`config.mk`:
```
export PLATFORM = sky130hd
export DESIGN_NAME = sps_seq_core
export DESIGN_NICKNAME = d
export VERILOG_FILES = /design/src/sv/sps_pkg.sv /design/src/sv/sps_seq_core.sv
export SDC_FILE = /design/constraint.sdc
export NUM_CORES = 1
export LEC_CHECK = 0
export ABC_AREA = 1
export BUFFER_PORTS_ARGS = -buffer_cell sky130_fd_sc_hd__buf_2
export CAP_MARGIN = 20
export CORE_MARGIN = 5
export CORE_UTILIZATION = 45
export CTS_CLUSTER_DIAMETER = 40
export DETAILED_ROUTE_END_ITERATION = 8
export GPL_ROUTABILITY_DRIVEN = 0
export GPL_TIMING_DRIVEN = 0
export PLACE_DENSITY = 0.71
export SYNTH_ARGS = -nofsm -noshare
export SYNTH_HDL_FRONTEND = slang
export SYNTH_SLANG_ARGS = --single-unit
```
`constraint.sdc`:
```
create_clock -name clk -period 5 [get_ports clk]
set_input_delay 0.75 -clock clk [delete_from_list [all_inputs] [get_ports clk]]
set_output_delay 0.75 -clock clk [all_outputs]
set_load 0.1 [all_outputs]
```
`src/sv/sps_pkg.sv`:
```
`default_nettype none

package sps_pkg;

    // item modes
    localparam logic [1:0] MODE_LOAD  = 2'd0;
    localparam logic [1:0] MODE_START = 2'd1;
    localparam logic [1:0] MODE_TICK  = 2'd2;

    // run sub modes
    localparam logic [1:0] SUB_NORMAL = 2'd0;
    localparam logic [1:0] SUB_COMP   = 2'd1;
    localparam logic [1:0] SUB_WAIT   = 2'd2;

    // stop reasons
    localparam logic [2:0] STOP_RUNNING = 3'd0;
    localparam logic [2:0] STOP_END     = 3'd1;
    localparam logic [2:0] STOP_READY   = 3'd2;
    localparam logic [2:0] STOP_BLOCKED = 3'd3;
    localparam logic [2:0] STOP_UNKNOWN = 3'd4;

    // configuration register indexes
    localparam logic [1:0] REG_LOSS_LIMIT   = 2'd0;
    localparam logic [1:0] REG_ENCODER_EN   = 2'd1;
    localparam logic [1:0] REG_READY_EN     = 2'd2;
    localparam logic [1:0] REG_READY_LEVEL  = 2'd3;

    localparam int CFG_INDEX_WIDTH = 2;
    localparam int CFG_DATA_WIDTH  = 31;
    localparam logic [30:0] LOSS_LIMIT_RESET = 31'd1000;

    typedef struct packed {
        logic [1:0]         mode;
        logic [7:0]         seg_index;
        logic [15:0]        seg_steps;
        logic [15:0]        seg_period;
        logic [8:0]         run_length;
        logic [1:0]         run_sub_mode;
        logic               run_positive;
        logic signed [31:0] start_coordinate;
        logic               ready_level;
        logic signed [31:0] encoder_coordinate;
    } cmd_t;

    typedef struct packed {
        logic               pulse_valid;
        logic [15:0]        pulse_period;
        logic               stopped;
        logic [2:0]         stop_reason;
        logic signed [31:0] motor_coordinate;
    } res_t;

    typedef struct packed {
        logic [30:0] loss_limit;
        logic        encoder_en;
        logic        ready_en;
        logic        ready_level;
    } cfg_t;

endpackage

`default_nettype wire

```
`src/sv/sps_seq_core.sv`:
```
`default_nettype none

module sps_seq_core #(
    parameter int TABLE_DEPTH = 256,
    parameter int COUNT_WIDTH = 16,
    parameter int IW          = 8,
    parameter int CW          = 9
) (
    input  wire logic                   clk,
    input  wire logic                   rst_n,
    input  wire sps_pkg::cfg_t          cfg,
    input  wire sps_pkg::cmd_t          item,
    input  wire logic                   commit,
    input  wire logic [COUNT_WIDTH-1:0] rd_cnt,
    input  wire logic [15:0]            rd_per,
    output logic      [IW-1:0]          rd_addr,
    output logic                        cnt_we,
    output logic                        per_we,
    output logic      [IW-1:0]          wr_addr,
    output logic      [COUNT_WIDTH-1:0] wr_cnt,
    output logic      [15:0]            wr_per,
    output sps_pkg::res_t               res
);

    localparam logic [CW-1:0] DEPTH_C = CW'(TABLE_DEPTH);

    logic [CW-1:0] ptr_reg,   ptr_next;
    logic [CW-1:0] total_reg, total_next;
    logic [1:0]    sub_reg,   sub_next;
    logic          dir_reg,   dir_next;
    logic          stop_reg,  stop_next;
    logic [2:0]    code_reg,  code_next;
    logic [31:0]   coord_reg, coord_next;

    logic                   pulse;
    logic [15:0]            period;
    logic                   cnt_wr;
    logic                   per_wr;
    logic                   load_ok;
    logic                   ready_fault;
    logic                   gap_fault;
    logic signed [32:0]     gap;
    logic signed [32:0]     lim;
    logic [COUNT_WIDTH-1:0] cnt_dec;
    logic [CW-1:0]          len;
    logic                   past_end;
    logic [31:0]            coord_fwd;
    logic [31:0]            coord_back;

    assign load_ok     = (32'(item.seg_index) < 32'(TABLE_DEPTH));
    assign ready_fault = cfg.ready_en && (item.ready_level != cfg.ready_level);
    assign gap         = $signed({coord_reg[31], coord_reg})
                       - $signed({item.encoder_coordinate[31], item.encoder_coordinate});
    assign lim         = $signed({2'b00, cfg.loss_limit});
    // exact gap, checked on both sides instead of taking its magnitude
    assign gap_fault   = cfg.encoder_en && ((gap > lim) || (gap < -lim));
    assign cnt_dec     = rd_cnt - COUNT_WIDTH'(1);
    assign len         = (CW'(item.run_length) > DEPTH_C) ? DEPTH_C : CW'(item.run_length);
    assign past_end    = (ptr_reg >= DEPTH_C);
    assign coord_fwd   = coord_reg + (dir_reg ? 32'd1 : 32'hFFFF_FFFF);
    assign coord_back  = coord_reg + (dir_reg ? 32'hFFFF_FFFF : 32'd1);

    always_comb
    begin
        ptr_next   = ptr_reg;
        total_next = total_reg;
        sub_next   = sub_reg;
        dir_next   = dir_reg;
        stop_next  = stop_reg;
        code_next  = code_reg;
        coord_next = coord_reg;
        pulse      = 1'b0;
        period     = '0;
        cnt_wr     = 1'b0;
        per_wr     = 1'b0;
        wr_addr    = IW'(ptr_reg);
        wr_cnt     = cnt_dec;
        case (item.mode)
            sps_pkg::MODE_LOAD:
            begin
                if (load_ok)
                begin
                    cnt_wr  = 1'b1;
                    per_wr  = 1'b1;
                    wr_addr = IW'(item.seg_index);
                    wr_cnt  = COUNT_WIDTH'(item.seg_steps);
                end
            end
            sps_pkg::MODE_START:
            begin
                ptr_next   = '0;
                total_next = len;
                sub_next   = item.run_sub_mode;
                dir_next   = item.run_positive;
                coord_next = item.start_coordinate;
                stop_next  = 1'b0;
                code_next  = sps_pkg::STOP_RUNNING;
            end
            sps_pkg::MODE_TICK:
            begin
                if (!stop_reg)
                begin
                    if (gap_fault)
                    begin
                        stop_next = 1'b1;
                        code_next = sps_pkg::STOP_BLOCKED;
                    end
                    else if (ready_fault)
                    begin
                        stop_next = 1'b1;
                        code_next = sps_pkg::STOP_READY;
                    end
                    else
                    begin
                        case (sub_reg)
                            sps_pkg::SUB_NORMAL:
                            begin
                                if (ptr_reg >= total_reg || past_end || rd_cnt == '0)
                                begin
                                    stop_next = 1'b1;
                                    code_next = sps_pkg::STOP_END;
                                end
                                else
                                begin
                                    pulse      = 1'b1;
                                    period     = rd_per;
                                    cnt_wr     = 1'b1;
                                    coord_next = coord_fwd;
                                    if (cnt_dec == '0)
                                    begin
                                        ptr_next = ptr_reg + CW'(1);
                                    end
                                end
                            end
                            sps_pkg::SUB_COMP:
                            begin
                                pulse      = 1'b1;
                                period     = past_end ? 16'd0 : rd_per;
                                coord_next = coord_back;
                            end
                            sps_pkg::SUB_WAIT:
                            begin
                                pulse      = 1'b1;
                                period     = past_end ? 16'd0 : rd_per;
                                coord_next = coord_fwd;
                            end
                            default:
                            begin
                                stop_next = 1'b1;
                                code_next = sps_pkg::STOP_UNKNOWN;
                            end
                        endcase
                    end
                end
            end
            default:
            begin
            end
        endcase
    end

    assign wr_per = item.seg_period;
    assign cnt_we = commit && cnt_wr;
    assign per_we = commit && per_wr;

    // next read goes where the pointer will be once this request retires
    assign rd_addr = commit ? IW'(ptr_next) : IW'(ptr_reg);

    assign res.pulse_valid      = pulse;
    assign res.pulse_period     = period;
    assign res.stopped          = stop_next;
    assign res.stop_reason      = code_next;
    assign res.motor_coordinate = coord_next;

    always_ff @(posedge clk or negedge rst_n)
    begin
        if (!rst_n)
        begin
            ptr_reg   <= '0;
            total_reg <= '0;
            sub_reg   <= sps_pkg::SUB_NORMAL;
            dir_reg   <= 1'b1;
            stop_reg  <= 1'b1;
            code_reg  <= sps_pkg::STOP_END;
            coord_reg <= '0;
        end
        else if (commit)
        begin
            ptr_reg   <= ptr_next;
            total_reg <= total_next;
            sub_reg   <= sub_next;
            dir_reg   <= dir_next;
            stop_reg  <= stop_next;
            code_reg  <= code_next;
            coord_reg <= coord_next;
        end
    end

endmodule

`default_nettype wire

```
=== Word-level counts from Yosys, hierarchy flattened ===
Index checks and enable logic that the tools add are counted.

* $add $sub $neg: 6
* Magnitude comparators: 5
* Equal/unequal tests: 11
* Mux-type cells: 50
* Reductions and logical operators: 15

{| class="wikitable"
|+ Operators by type and width
! operator !! count
|-
| $mux W32 || 6
|-
| $mux W16 || 7
|-
| $pmux W32 S3 || 1
|-
| $add A32 B32 Y32 || 2
|-
| $pmux W32 S2 || 1
|-
| $mux W9 || 7
|-
| $gt A33 B32 Y1 || 1
|-
| $lt A33 B33 Y1 || 1
|-
| $neg A31 Y33 || 1
|-
| $sub A32 B32 Y33 || 1
|-
| $logic_not A16 Y1 || 2
|-
| $pmux W16 S2 || 1
|-
| $pmux W9 S2 || 1
|-
| $mux W8 || 2
|-
| $sub A16 B1 Y16 const B || 1
|-
| $mux W1 || 14
|-
| $mux W3 || 4
|-
| $ne A2 B2 Y1 const B || 6
|-
| $pmux W3 S2 || 2
|-
| $add A9 B1 Y9 const B || 1
|-
| $ge A9 B9 Y1 || 1
|-
| $ge A9 B9 Y1 const B || 1
|-
| $gt A9 B9 Y1 const B || 1
|-
| $pmux W1 S2 || 4
|-
| other kinds (10) || 18
|}

* Register bits: 57
* Input bits: 188
* Output and inout port bits: 103
* Logic and storage cells: 95

=== Logic depth before layout (Yosys ltp) ===
* Depth after elaboration: 10
* Depth in mapped cells: 42
* Mapped depth without buffers: 40

=== Worst setup path before layout ===
Ideal clock, no wire load.

* Kind: input port to output port
* From: input port item[0] in the netlist's numbering
* To: output port cnt_we
* Arrival time: 6.485 ns
* Data required time: 4.250 ns
* Slack: -2.235 ns
* Cell stages on the path: 36
* Path buffers: 1
* Cells stage by stage: ha_1 -> inv_1 -> fa_1 -> nand2_1 -> nand2_1 -> a21oi_1 -> o21ai_2 -> a21boi_2 -> inv_1 -> a21oi_1 -> o21ai_0 -> xor2_1 -> ha_1 -> nand2_1 -> nor2_1 -> nand3_1 -> nor3_1 -> nor2_1 -> nand3_1 -> nand2_1 -> inv_1 -> nand3_1 -> nand2_1 -> nand2_1 -> nand2_1 -> nand2_1 -> nand2_1 -> nand2_1 -> nand2_1 -> nand2_1 -> nand2_1 -> nand2_2 -> nand2_4 -> buf_2 -> nand3_1 -> o31ai_1

* Word-level cells in the longest chain between the ends: 8

{| class="wikitable"
|+ Ends and longest elaborated chain
! element !! line !! source
|-
| from (decl) || sps_seq_core.sv:12 || <nowiki>input wire sps_pkg::cmd_t item,</nowiki>
|-
| $sub A32 B32 Y33 (*) || sps_seq_core.sv:53 || <nowiki>- $signed({item.encoder_coordinate[31], item.encoder_coordinate});</nowiki>
|-
| $gt A33 B32 Y1 / $lt A33 B33 Y1 (equally long branches) || sps_seq_core.sv:56 || <nowiki>assign gap_fault = cfg.encoder_en && ((gap > lim) || (gap < -lim));</nowiki>
|-
| $logic_or A1 B1 Y1 (*) || sps_seq_core.sv:56 ||
|-
| $logic_and A1 B1 Y1 (*) || sps_seq_core.sv:56 ||
|-
| $mux W1 (*) || sps_seq_core.sv:103 || <nowiki>if (gap_fault)</nowiki>
|-
| $mux W1 (*) || sps_seq_core.sv:101 || <nowiki>if (!stop_reg)</nowiki>
|-
| $pmux W1 S2 (*) || sps_seq_core.sv:78 || <nowiki>case (item.mode)</nowiki>
|-
| $logic_and A1 B1 Y1 (*) || sps_seq_core.sv:163 || <nowiki>assign cnt_we = commit && cnt_wr;</nowiki>
|-
| to (decl) || sps_seq_core.sv:17 || <nowiki>output logic cnt_we,</nowiki>
|}

Mark *: on every way between the ends. The rest lies on a longest branch, timed or not.

==> run metrics <==
Synth Area in Compound Gates=0.212; fin crit period=6280 ps; final hold slack=465 ps; worst-margin pin slew=1250 ps; maxcap violations=0; Critical Path Fanout Max=5; root buffer cell=clkbuf_16; Detailed Place HPWL=40500 µm; max reg flops=32; Vias/cell=5.79; synthesized-area fraction occupied by adder cells=0.176; met2 usage=0.533; Port Buf Inserts=273; Vias=16300; Area Overhead vs Synth=39.9%; clk sink count=57; synthesized area=12700 µm²; leakage power=8.94 nW; Routed WL=52600 µm; H-tree depth=3; Design Power=8.12 mW; CTS tree=yes; Post-synth ARST share=1.00; 1st-iter DRT viols=1635; share of the yosys chip area belonging to registers=0.113; VDD IR max=0.288 mV; Wirelength per Cell=18.7 µm; grt ovf=0; DRT Pass-1 Iters=8; final worst-path cycle share=1.26; Crit Path Class=flip-flop to output port; Global Route met3 Usage=0.0618; slowest stage cell, crit path=dfrtp_2; post-synthesis mux area share=0; Ports=291; Post-synth top flop=dfrtp_1; CTS buffer count=9; WP data arrival=5530 ps; antenna violations before repair=5; latest clock arrival within the worst-skew pair=340 ps; final setup margin=-1280 ps; Finished Cell Area=17700 µm²; DP Area=15000 µm²; PwrDens=458 nW/µm²; largest net degree at the start of global routing=34; die extent in y=178 µm; GR Util met1=0.355; Startpoint Class=flip-flop; cell count after synthesis=2081; largest family of logic cells by synthesized area=simple AND/OR/NAND/NOR gates; worst min path class=input port to async pin; number of setup violations in the final report=77; RSZ-0062 raised after global routing=true; Initial Util=0.456; failing checks=negative setup slack; post-synth net total=2445; first-pass GRT wire length=78100 µm; Worst slew margin=0.156; Final Slew Violations=0; Setup Skew=8.66 ps; CP required=4250 ps; Post-DRT Antenna Nets=0; die width=178 µm; Post-Syn Area per Cell=6.09 µm²; synthesized flop and latch total=57; clock-pin slew on the worst setup and hold paths=50 ps; Netlist cell types=59; EDFF count, synth=0; core area=27800 µm²; fin util=0.638; Final Hold Fails=0; status=finished with violations; fin nets=2791; Die ar.=31600 µm²; gr busiest metal=met2; DRC violations left=0; Setup crit end kind=output port; num rows=61; clock tree buffer depth=2; vias in the first global route=15700; post-synthesis simple-gate area fraction=0.308; crit-path max cell delay=420 ps; layout cells sized above 1=0.259; dpl ws=-1750 ps; xor and xnor fraction of the mapped netlist area=0.0622; most frequent CP cell=nand2_2; Fmax=159 MHz; YS warnings=0; Overall Global Routing Usage=0.307
## worst paths after layout
kind                                           from                        end  slack [ps]  cells after the start
setup / recovery           coord_reg[0]$_DFFE_PN0P_                    res[12]       -1280                     41
hold / removal                                rst_n   coord_reg[2]$_DFFE_PN0P_         470                      1
setup reg to reg           coord_reg[0]$_DFFE_PN0P_  coord_reg[26]$_DFFE_PN0P_        -230                     44
hold reg to reg            total_reg[8]$_DFFE_PN0P_   total_reg[8]$_DFFE_PN0P_         530                      2
max in group asynchronous                     rst_n        dir_reg$_DFFE_PN1P_        3830                      2
min in group clk           total_reg[8]$_DFFE_PN0P_   total_reg[8]$_DFFE_PN0P_         530                      2
## worst max-delay path: cells and delay by family, from the launching register on
| kind | cells | cell delay [ps] |
|---|---|---|
| simple gates | 24 | 1840 |
| compound gates | 6 | 1110 |
| buf+inv | 7 | 820 |
| fa+ha+maj | 3 | 810 |
| flops | 1 | 420 |
| xor+xnor | 1 | 170 |
## through the flow
step,std cells,setup TNS (ps)
after global routing,2811,-96460
after CTS,2778,-62750
after detailed placement,2734,-120620
after floorplan,2081,-39430
after global placement,2732,-111130
final,2815,-70750
## cell usage in the layout, fill, tap and decap left out, drive strengths merged, types with 39 or more instances in the layout
master,Yosys,final
a21oi,192,192
buf,33,365
xor2,79,79
ha,173,173
clkbuf,53,68
nand2,436,436
o21ai,134,134
nand4,53,53
nand3,138,138
nor3,39,39
dfrtp,54,54
nor2,189,189
inv,323,321
## metal layers
layer,wire [µm],share of wire
met4,3360,0.064
met1,19400,0.37
met5,25,0.00048
met3,5270,0.10
met2,24600,0.47
## report_power, final
group	switching, mW	internal, mW	total [mW]
sequential	0.155	0.551	0.706
combinational	4.31	2.40	6.71
clock	0.240	0.464	0.704
total	4.70	3.42	8.12
## cells in the mapped netlist, types with 10 or more instances
library cell  number  area (µm²)
ha_1             173        2160
inv_1            316        1190
xnor2_1           11        96.3
o221ai_1          12         105
o21ai_0          129         646
nor2_1           187         702
nand3_2           14         140
o211ai_1          10        75.1
nor4_1            10        62.6
dfrtp_1           54        1350
nand2_1          421        1580
a31oi_1           19         119
o22ai_1           13        81.3
a22oi_1           31         233
buf_4             18         135
nand3_1          124         621
a21oi_1          190         951
nor3_1            35         175
nand4_1           53         332
xor2_1            79         692
clkbuf_1          52         195
nand2_2           14        87.6
## cell type report
class	instances	area [µm²]
diodes	5	12.5
plain buffers	84	464
clock buffers	12	256
clock inverters	4	75.1
fillers	2406	10100
inverters	325	1230
multi-input cells	1613	10800
flip-flops and latches	57	1440
well taps	378	473
repair buffers	337	2990
## kinds of logic after synthesis
family          after synthesis
buf+inv                     411
compound gates              462
flops                        57
fa+ha+maj                   176
xor+xnor                     90
simple gates                885
## timing repair
| item | in CTS | in global routing |
|---|---|---|
| pin swaps | 28 | 86 |
| cloned | 2 | 3 |
| setup buffers | 27 | 32 |
| hold buffers | 0 | 0 |
| gates resized for setup | 296 | 166 |
| setup endpoints to repair | 107 | 107 |
Note: power is estimated with default switching activity, not from simulation.
